--- src/rtl/pcf_pkg.sv ---
// pcf_pkg: shared types and constants of the photo chunk framer
// used by every module under rtl; depends on nothing
`timescale 1ns / 1ps

package pcf_pkg;

  localparam int unsigned PayloadW  = 10;
  localparam int unsigned IndexW    = 16;
  localparam int unsigned ByteW     = 8;
  localparam int unsigned CfgIdxW   = 2;
  localparam int unsigned CfgDataW  = 10;
  localparam int unsigned QueueDepth = 4;
  localparam int unsigned QueueAw   = $clog2(QueueDepth);
  localparam int unsigned QueueCntW = $clog2(QueueDepth + 1);
  localparam int unsigned StepW     = 2;

  localparam logic [PayloadW-1:0] PayloadReset = PayloadW'(200);
  localparam logic [ByteW-1:0]    OrientReset  = '0;
  localparam logic [ByteW-1:0]    MarkerByte   = 8'hFF;

  localparam logic [CfgIdxW-1:0] CfgChunkPayload = 2'd0;
  localparam logic [CfgIdxW-1:0] CfgOrientation  = 2'd1;

  typedef enum logic [1:0] {
    JOB_MARKER,
    JOB_HDR,
    JOB_HDR_ORIENT,
    JOB_DATA
  } job_kind_e;

  typedef struct packed {
    job_kind_e         kind;
    logic [IndexW-1:0] index;
    logic [ByteW-1:0]  orient;
    logic [ByteW-1:0]  data;
  } job_t;

  typedef struct packed {
    logic [ByteW-1:0] out_byte;
    logic             chunk_start;
    logic             is_marker;
    logic             run_last;
  } out_beat_t;

endpackage

--- src/rtl/photo_chunk_framer.sv ---
// photo_chunk_framer: top level, front end, job queue and byte back end
// depends on pcf_pkg, pcf_front, pcf_queue, pcf_back
//
//   channel  | handshake               | payload
//   ---------+-------------------------+------------------------------------------
//   input    | in_valid_i / in_stall_o | kind_i, data_byte_i
//   output   | out_valid_o/out_stall_i | out_byte_o, chunk_start_o, is_marker_o,
//            |                         | run_last_o
//   config   | cfg_we_i                | cfg_idx_i, cfg_data_i
//
// the back end sends one byte per cycle while the output is not stalled: a data byte inside a chunk
// goes out as one byte, a chunk-opening byte as three or four (header bytes), end of photo as two
// the front end takes one transaction per cycle into a four-entry job queue
// and stalls only when the queue is full; the output register parts the sides
// an input transaction is written into the job queue, and its first output byte is then loaded into the output register
// reset clears index, fill, queue and output valid and loads register defaults
`timescale 1ns / 1ps

module photo_chunk_framer (
  input  logic                         clk_i,
  input  logic                         rst_ni,
  input  logic                         cfg_we_i,
  input  logic [pcf_pkg::CfgIdxW-1:0]  cfg_idx_i,
  input  logic [pcf_pkg::CfgDataW-1:0] cfg_data_i,
  input  logic                         in_valid_i,
  output logic                         in_stall_o,
  input  logic                         kind_i,
  input  logic [pcf_pkg::ByteW-1:0]    data_byte_i,
  output logic                         out_valid_o,
  input  logic                         out_stall_i,
  output logic [pcf_pkg::ByteW-1:0]    out_byte_o,
  output logic                         chunk_start_o,
  output logic                         is_marker_o,
  output logic                         run_last_o
);

  logic               push;
  pcf_pkg::job_t      push_job;
  logic               q_full;
  logic               q_valid;
  logic               q_pop;
  pcf_pkg::job_t      q_head;
  pcf_pkg::out_beat_t beat;

  pcf_front u_front (
    .clk_i       (clk_i),
    .rst_ni      (rst_ni),
    .cfg_we_i    (cfg_we_i),
    .cfg_idx_i   (cfg_idx_i),
    .cfg_data_i  (cfg_data_i),
    .in_valid_i  (in_valid_i),
    .kind_i      (kind_i),
    .data_byte_i (data_byte_i),
    .q_full_i    (q_full),
    .in_stall_o  (in_stall_o),
    .push_o      (push),
    .push_job_o  (push_job)
  );

  pcf_queue u_queue (
    .clk_i      (clk_i),
    .rst_ni     (rst_ni),
    .push_i     (push),
    .push_job_i (push_job),
    .pop_i      (q_pop),
    .full_o     (q_full),
    .valid_o    (q_valid),
    .head_o     (q_head)
  );

  pcf_back u_back (
    .clk_i       (clk_i),
    .rst_ni      (rst_ni),
    .q_valid_i   (q_valid),
    .q_head_i    (q_head),
    .q_pop_o     (q_pop),
    .out_valid_o (out_valid_o),
    .out_stall_i (out_stall_i),
    .out_beat_o  (beat)
  );

  assign out_byte_o    = beat.out_byte;
  assign chunk_start_o = beat.chunk_start;
  assign is_marker_o   = beat.is_marker;
  assign run_last_o    = beat.run_last;

endmodule

--- src/rtl/pcf_front.sv ---
// pcf_front: accepts input transactions, tracks chunk index and fill,
// holds the configuration registers and issues one job per transaction; uses pcf_pkg
`timescale 1ns / 1ps

module pcf_front (
  input  logic                         clk_i,
  input  logic                         rst_ni,
  input  logic                         cfg_we_i,
  input  logic [pcf_pkg::CfgIdxW-1:0]  cfg_idx_i,
  input  logic [pcf_pkg::CfgDataW-1:0] cfg_data_i,
  input  logic                         in_valid_i,
  input  logic                         kind_i,
  input  logic [pcf_pkg::ByteW-1:0]    data_byte_i,
  input  logic                         q_full_i,
  output logic                         in_stall_o,
  output logic                         push_o,
  output pcf_pkg::job_t                push_job_o
);

  logic [pcf_pkg::PayloadW-1:0] payload_q, payload_d;
  logic [pcf_pkg::ByteW-1:0]    orient_q, orient_d;
  logic [pcf_pkg::IndexW-1:0]   index_q, index_d;
  logic [pcf_pkg::PayloadW-1:0] fill_q, fill_d;
  logic [pcf_pkg::PayloadW-1:0] fill_inc;
  logic [pcf_pkg::PayloadW-1:0] cap_raw;
  logic [pcf_pkg::PayloadW-1:0] cap;
  logic                         index_zero;
  logic                         chunk_full;

  assign in_stall_o = q_full_i;
  assign push_o     = in_valid_i && !q_full_i;

  assign index_zero = (index_q == '0);
  assign fill_inc   = fill_q + pcf_pkg::PayloadW'(1);
  assign cap_raw    = (index_zero && payload_q != '0) ?
                      payload_q - pcf_pkg::PayloadW'(1) : payload_q;
  assign cap        = (cap_raw == '0) ? pcf_pkg::PayloadW'(1) : cap_raw;
  assign chunk_full = (fill_inc >= cap);

  always_comb begin
    push_job_o.index  = index_q;
    push_job_o.orient = orient_q;
    push_job_o.data   = data_byte_i;
    if (kind_i) begin
      push_job_o.kind = pcf_pkg::JOB_MARKER;
    end else if (fill_q != '0) begin
      push_job_o.kind = pcf_pkg::JOB_DATA;
    end else if (index_zero) begin
      push_job_o.kind = pcf_pkg::JOB_HDR_ORIENT;
    end else begin
      push_job_o.kind = pcf_pkg::JOB_HDR;
    end
  end

  always_comb begin
    index_d = index_q;
    fill_d  = fill_q;
    if (push_o) begin
      if (kind_i) begin
        index_d = '0;
        fill_d  = '0;
      end else if (chunk_full) begin
        index_d = index_q + pcf_pkg::IndexW'(1);
        fill_d  = '0;
      end else begin
        fill_d = fill_inc;
      end
    end
  end

  always_comb begin
    payload_d = payload_q;
    orient_d  = orient_q;
    if (cfg_we_i) begin
      case (cfg_idx_i)
        pcf_pkg::CfgChunkPayload: payload_d = cfg_data_i;
        pcf_pkg::CfgOrientation:  orient_d  = cfg_data_i[pcf_pkg::ByteW-1:0];
        default: ;
      endcase
    end
  end

  always_ff @(posedge clk_i or negedge rst_ni) begin
    if (!rst_ni) begin
      payload_q <= pcf_pkg::PayloadReset;
      orient_q  <= pcf_pkg::OrientReset;
      index_q   <= '0;
      fill_q    <= '0;
    end else begin
      payload_q <= payload_d;
      orient_q  <= orient_d;
      index_q   <= index_d;
      fill_q    <= fill_d;
    end
  end

endmodule

--- src/rtl/pcf_queue.sv ---
// pcf_queue: short job queue between front and back
// register-based ring of pcf_pkg::job_t entries; uses pcf_pkg
`timescale 1ns / 1ps

module pcf_queue (
  input  logic          clk_i,
  input  logic          rst_ni,
  input  logic          push_i,
  input  pcf_pkg::job_t push_job_i,
  input  logic          pop_i,
  output logic          full_o,
  output logic          valid_o,
  output pcf_pkg::job_t head_o
);

  pcf_pkg::job_t                 entry_q [pcf_pkg::QueueDepth];
  logic [pcf_pkg::QueueAw-1:0]   wr_ptr_q, wr_ptr_d;
  logic [pcf_pkg::QueueAw-1:0]   rd_ptr_q, rd_ptr_d;
  logic [pcf_pkg::QueueCntW-1:0] count_q, count_d;
  logic                          do_pop;

  assign full_o  = (count_q == pcf_pkg::QueueCntW'(pcf_pkg::QueueDepth));
  assign valid_o = (count_q != '0);
  assign head_o  = entry_q[rd_ptr_q];
  assign do_pop  = pop_i && valid_o;

  always_comb begin
    wr_ptr_d = push_i ? wr_ptr_q + pcf_pkg::QueueAw'(1) : wr_ptr_q;
    rd_ptr_d = do_pop ? rd_ptr_q + pcf_pkg::QueueAw'(1) : rd_ptr_q;
    count_d  = count_q;
    if (push_i && !do_pop) begin
      count_d = count_q + pcf_pkg::QueueCntW'(1);
    end else if (!push_i && do_pop) begin
      count_d = count_q - pcf_pkg::QueueCntW'(1);
    end
  end

  always_ff @(posedge clk_i) begin
    if (push_i) begin
      entry_q[wr_ptr_q] <= push_job_i;
    end
  end

  always_ff @(posedge clk_i or negedge rst_ni) begin
    if (!rst_ni) begin
      wr_ptr_q <= '0;
      rd_ptr_q <= '0;
      count_q  <= '0;
    end else begin
      wr_ptr_q <= wr_ptr_d;
      rd_ptr_q <= rd_ptr_d;
      count_q  <= count_d;
    end
  end

endmodule

--- src/rtl/pcf_back.sv ---
// pcf_back: expands each queued job into stream bytes, one per cycle while the output
// is not stalled, through a registered output stage; uses pcf_pkg
`timescale 1ns / 1ps

module pcf_back (
  input  logic                      clk_i,
  input  logic                      rst_ni,
  input  logic                      q_valid_i,
  input  pcf_pkg::job_t             q_head_i,
  output logic                      q_pop_o,
  output logic                      out_valid_o,
  input  logic                      out_stall_i,
  output pcf_pkg::out_beat_t        out_beat_o
);

  logic [pcf_pkg::StepW-1:0] step_q, step_d;
  logic                      valid_q, valid_d;
  pcf_pkg::out_beat_t        beat_q, beat;
  logic                      load;

  assign load        = q_valid_i && (!valid_q || !out_stall_i);
  assign q_pop_o     = load && beat.run_last;
  assign out_valid_o = valid_q;
  assign out_beat_o  = beat_q;

  always_comb begin
    beat.out_byte    = q_head_i.data;
    beat.chunk_start = 1'b0;
    beat.is_marker   = 1'b0;
    beat.run_last    = 1'b0;
    case (q_head_i.kind)
      pcf_pkg::JOB_MARKER: begin
        beat.out_byte    = pcf_pkg::MarkerByte;
        beat.is_marker   = 1'b1;
        beat.chunk_start = (step_q == 2'd0);
        beat.run_last    = (step_q != 2'd0);
      end
      pcf_pkg::JOB_HDR: begin
        case (step_q)
          2'd0: begin
            beat.out_byte    = q_head_i.index[7:0];
            beat.chunk_start = 1'b1;
          end
          2'd1: beat.out_byte = q_head_i.index[15:8];
          default: beat.run_last = 1'b1;
        endcase
      end
      pcf_pkg::JOB_HDR_ORIENT: begin
        case (step_q)
          2'd0: begin
            beat.out_byte    = q_head_i.index[7:0];
            beat.chunk_start = 1'b1;
          end
          2'd1: beat.out_byte = q_head_i.index[15:8];
          2'd2: beat.out_byte = q_head_i.orient;
          default: beat.run_last = 1'b1;
        endcase
      end
      pcf_pkg::JOB_DATA: beat.run_last = 1'b1;
      default: beat.run_last = 1'b1;
    endcase
  end

  always_comb begin
    step_d  = step_q;
    valid_d = valid_q;
    if (load) begin
      valid_d = 1'b1;
      step_d  = beat.run_last ? '0 : step_q + pcf_pkg::StepW'(1);
    end else if (!out_stall_i) begin
      valid_d = 1'b0;
    end
  end

  always_ff @(posedge clk_i) begin
    if (load) begin
      beat_q <= beat;
    end
  end

  always_ff @(posedge clk_i or negedge rst_ni) begin
    if (!rst_ni) begin
      step_q  <= '0;
      valid_q <= 1'b0;
    end else begin
      step_q  <= step_d;
      valid_q <= valid_d;
    end
  end

endmodule

--- config.mk ---
export PLATFORM = sky130hd
export DESIGN_NAME = photo_chunk_framer
export DESIGN_NICKNAME = d
export VERILOG_FILES = /design/src/rtl/pcf_pkg.sv /design/src/rtl/photo_chunk_framer.sv /design/src/rtl/pcf_front.sv /design/src/rtl/pcf_queue.sv /design/src/rtl/pcf_back.sv
export SDC_FILE = /design/constraint.sdc
export NUM_CORES = 1
export LEC_CHECK = 0
export BUFFER_PORTS_ARGS = -buffer_cell sky130_fd_sc_hd__buf_4
export CAP_MARGIN = 20
export CORE_MARGIN = 5
export CORE_UTILIZATION = 50
export DETAILED_ROUTE_END_ITERATION = 7
export PLACE_DENSITY = 0.67
export RECOVER_POWER = 25
export SETUP_SLACK_MARGIN = 0.05
export SLEW_MARGIN = 20
export SYNTH_ARGS = -nofsm -noshare
export SYNTH_HDL_FRONTEND = slang
export SYNTH_HIERARCHICAL = 1
export SYNTH_SLANG_ARGS = --single-unit
--- constraint.sdc ---
create_clock -name clk_i -period 9.9 [get_ports clk_i]
set_clock_uncertainty 0.05 [all_clocks]
set_input_delay 2.475 -clock clk_i [delete_from_list [all_inputs] [get_ports clk_i]]
set_output_delay 2.475 -clock clk_i [all_outputs]
set_load 0.01 [all_outputs]
==> summary.md <==
| Metric | Value |
|---|---|
| Ys flop type | `edfxtp_1` |
| Most common library cells after synthesis | `edfxtp_1, dfrtp_1, o21ai_0` |
| Leakage | `between 3 and 4 nW` |
| DRC errors left | `0` |
| Post-Syn Nets | `around 630` |
| Critical path class | `reg -> reg` |
| Simple-gate area share of the yosys netlist | `7.98%` |
| Period minus WS final | `roughly 5 ns` |
| Layout Cells excl Fill | `854` |
| Synth area leader | `edfxtp_1` |
| Switching part of the total | `between 30% and 40%` |
| First-pass GRT wire length | `28.2 mm` |
| Clock Sinks | `201` |
| Final period util | `50.6%` |
| Via count | `roughly 5100` |
| Main combinational cell family by area after synthesis | `multiplexers` |
| Worst path cell trace | `inv_1 -> ha_1 -> nor4b_4 -> nand4_4 -> or3_4 -> or3_1 -> xor2_1 -> a41o_1 -> ha_1 -> nand2b_1 -> a21o_1 -> a221oi_1 -> o21a_1 -> or3_1 -> o21ai_0` |
| Post-synthesis mux area share | `11.1%` |
| Reg power frac | `between 40% and 50%` |
| Pin count of the biggest net entering global routing | `55` |
| Startpoint types | `flop` |
| Grt ovf | `0` |
| Max VDD drop | `153 uV` |
| Maximum clock path buffer count | `3` |
| Crit-path max cell delay | `0.79 ns` |
| Fillcell total | `around 1400` |
| Port bufs | `38` |
| Final setup vio count | `0` |
| Post-route ant nets | `0` |
| Status | `finished, final reports clean` |
| Die ar. | `20900 um2` |
| Synth cell types | `63` |
| FF+latch count, synth | `around 200` |
| CP Buf/Inv Count | `1` |
| Hold-fix buffers, CTS | `0` |
| Max Slew Vio Count | `0` |
| Cells after synthesis | `576` |
| Nets | `662` |
| Number of H-tree levels | `1` |
| Worst path slowest cell | `o21a_1` |
| Rel. slew slack | `37.0%` |
| DP Worst Slack | `4.90 ns` |
| Setup TNS | `0 ns` |
| Worst-path fanout max | `28` |
| DP HPWL | `about 11 mm` |
| Drt pass-1 iters | `5` |
| Seq. cell area | `5770 um2` |
| Syn Std Cell Area | `~9000 um2` |
| Die H | `145 um` |
| Worst reg2reg setup slack | `4.89 ns` |
| RePlAce Congestion | `0.825` |
| P per Cell Area | `281 nW/um2` |
| Skew-Pair Late Insertion Delay | `0.49 ns` |
| Die X | `145 um` |
| Worst hold path class | `reg -> reg` |
| Worst slew pin tran | `0.945 ns` |
| RSZ-0062 raised after global routing | `no` |
| Placed Cells | `816` |
| Area contributors post-synth | `edfxtp_1, dfrtp_1, mux4_2, ha_1, mux2_2` |
| Worst EP required | `around 10 ns` |
| Area of the multi-input gates | `2970 um2` |
| Core Box Area | `around 18000 um2` |
| Top cell type's share of synthesized area | `around half` |
| Worst path top cell family by delay | `simple AND/OR/NAND/NOR gates` |
| CTS tree | `yes` |
| Clock transition at path regs | `0.05 ns` |
| Initial antenna violation count | `0` |
| Share of cells above drive strength 1 | `between 20% and 30%` |
| Clk root buf | `clkbuf_16` |
| Vias in the first global route | `5287` |
| Number of synthesized flops with an enable pin | `147` |
| Critical Path AT | `5.30 ns` |
| CTS resizes | `0` |
| # rows | `49` |
| 1st-iter DRT viols | `326` |
| Synth Area per Inst | `15.7 um2` |
| P_sw | `around 0.0009 W` |
| F_max | `0.200 GHz` |
| Hold Vio Cnt, Final | `0` |
| Area share of fa/ha/maj cells after synthesis | `3.68%` |
| DP Area | `9430 um2` |
| Diode count | `0` |
| Sequential-to-total area share from yosys stat | `63.8%` |
| Via density | `5.96` |
| IO Pins | `39` |
| Cts bufs inserted | `21` |
| Clock network power share | `25.3%` |
| Max capacitance violation total | `0` |
| Post-CTS setup buffers | `0` |
| P_int | `between 0.0015 and 0.002 W` |
| Final instance area | `just over 10000 um2` |
| Final setup margin | `4.89 ns` |
| Routed len/inst | `slightly above 20 um` |
| Compound-gate portion of the synthesized area | `under 10%` |
| Combinational share of power | `31.1%` |
| Layout area overhead | `11.2%` |
| Crit. End Element | `flop` |
| Yosys warns | `6` |
| Asr flop ratio synth | `between 20% and 30%` |
| Most frequent cell after synthesis | `edfxtp_1` |
| WL final | `17.6 mm` |
| XOR/XNOR Fraction of Synth Area | `1.94%` |
| Overall routing resource usage | `17.5%` |
| Initial core utilization | `50.5%` |
-- kinds of logic (layout without fill, tap and decap cells) --
family / count (synthesis) / after routing
AOI/OAI and AO/OA: 104 / 104
DFF: 201 / 201
and+or+nand+nor: 120 / 120
muxes: 53 / 53
xor gates and xnor gates: 20 / 20
adders and majority gates: 26 / 26
buffers and inverters: 52 / 101
-- flip-flops by register name (all words and copies together) (netlist names) --
name	count
u_queue/count_q	3
u_queue/entry_q	136
u_front/fill_q	10
u_back/step_q	2
u_queue/rd_ptr_q	2
u_front/index_q	16
u_back/out_beat_o	11
u_front/orient_q	8
u_front/payload_q	10
u_queue/wr_ptr_q	2
u_back/out_valid_o	1
-- worst paths after layout --
path,startpoint,to,cells after the start
worst max-delay path,u_front/index_q[0]$_DFFE_PN0P_,u_front/index_q[6]$_DFFE_PN0P_,15
worst min-delay path,u_queue/count_q[2]$_DFFE_PN0P_,u_queue/count_q[2]$_DFFE_PN0P_,1
worst max register to register,u_front/index_q[0]$_DFFE_PN0P_,u_front/index_q[6]$_DFFE_PN0P_,15
worst min register to register,u_queue/count_q[2]$_DFFE_PN0P_,u_queue/count_q[2]$_DFFE_PN0P_,1
max in group asynchronous,rst_ni,u_queue/rd_ptr_q[0]$_DFFE_PN0P_,1
min in group asynchronous,rst_ni,u_front/payload_q[5]$_DFFE_PN0P_,1
-- final cells by class --
cell class / count / area share [%]
Timing Repair Buffer: 46 / 3.36
Inverter: 17 / 0.635
Sequential cell: 201 / 57.4
Multi-Input combinational cell: 323 / 29.5
Clock buffer: 26 / 5.41
Clock inverter: 12 / 0.859
Tap cell: 229 / 2.85
-- metrics by stage --
step	hold WS (ns)	util, %	total power, W
5_1_grt	0.456	56.2	0.00299
3_3_place_gp	0.415	52.7	0.00210
6_report	0.433	56.2	0.00283
2_1_floorplan	0.397	-	0.00189
3_5_place_dp	0.421	52.7	0.00214
4_1_cts	0.435	56.2	0.00286
-- power by group through the flow --
| stage | combinational (W) | clock (W) | sequential [W] |
|---|---|---|---|
| after floorplan | 0.000662 | 0 | 0.00123 |
| after global placement | 0.000867 | 0 | 0.00124 |
| after detailed placement | 0.000888 | 0 | 0.00125 |
| after CTS | 0.000893 | 0.000735 | 0.00123 |
| after global routing | 0.000966 | 0.000767 | 0.00125 |
| final | 0.000881 | 0.000715 | 0.00123 |
-- layout by cell type, fill, tap and decap left out, types with 3 or more instances in the layout --
cell       count
and3_1         8
mux4_1         6
xnor2_1       13
and2_1         5
nor4_1         4
clkbuf_16     21
a221o_1        8
a31oi_1        5
ha_1          25
o21a_1         3
nor3b_1        3
nand3b_1       3
dfstp_2        3
a21o_1        11
o21ai_0       36
mux4_2        28
nor3_1         4
xor2_1         7
or3_1          9
edfxtp_1     147
o22ai_1        3
mux2_2        18
clkbuf_1       7
a22oi_1        5
buf_4         44
nand3_1       21
clkinv_1       5
clkinv_2       4
o31ai_1       13
inv_1         17
nand2_1       27
dfrtp_1       50
o41ai_1        3
a22o_1         5
nor2_1        11
nand2b_1       8
-- worst register-to-register path: cells and delay by family (launching register included) --
family | cells | cell delay (ns)
fa+ha+maj | 2 | 0.41
flops | 1 | 0.47
compound gates | 5 | 1.73
xor+xnor | 1 | 0.18
simple gates | 6 | 1.94
buf+inv | 1 | 0.10
-- metal layers --
layer / vias to the layer above / GRT usage (%) / part of all wire, % / routed length [um]
met4: 0 / 5.69 / 2.6 / 457
li1: 2320 / - / - / -
met2: 136 / 28.7 / 49 / 8670
met1: 2605 / 24.0 / 44 / 7720
met3: 32 / 2.81 / 4.4 / 778
met5: - / 0 / 0 / 0
Power figures use the tool's default switching activity.
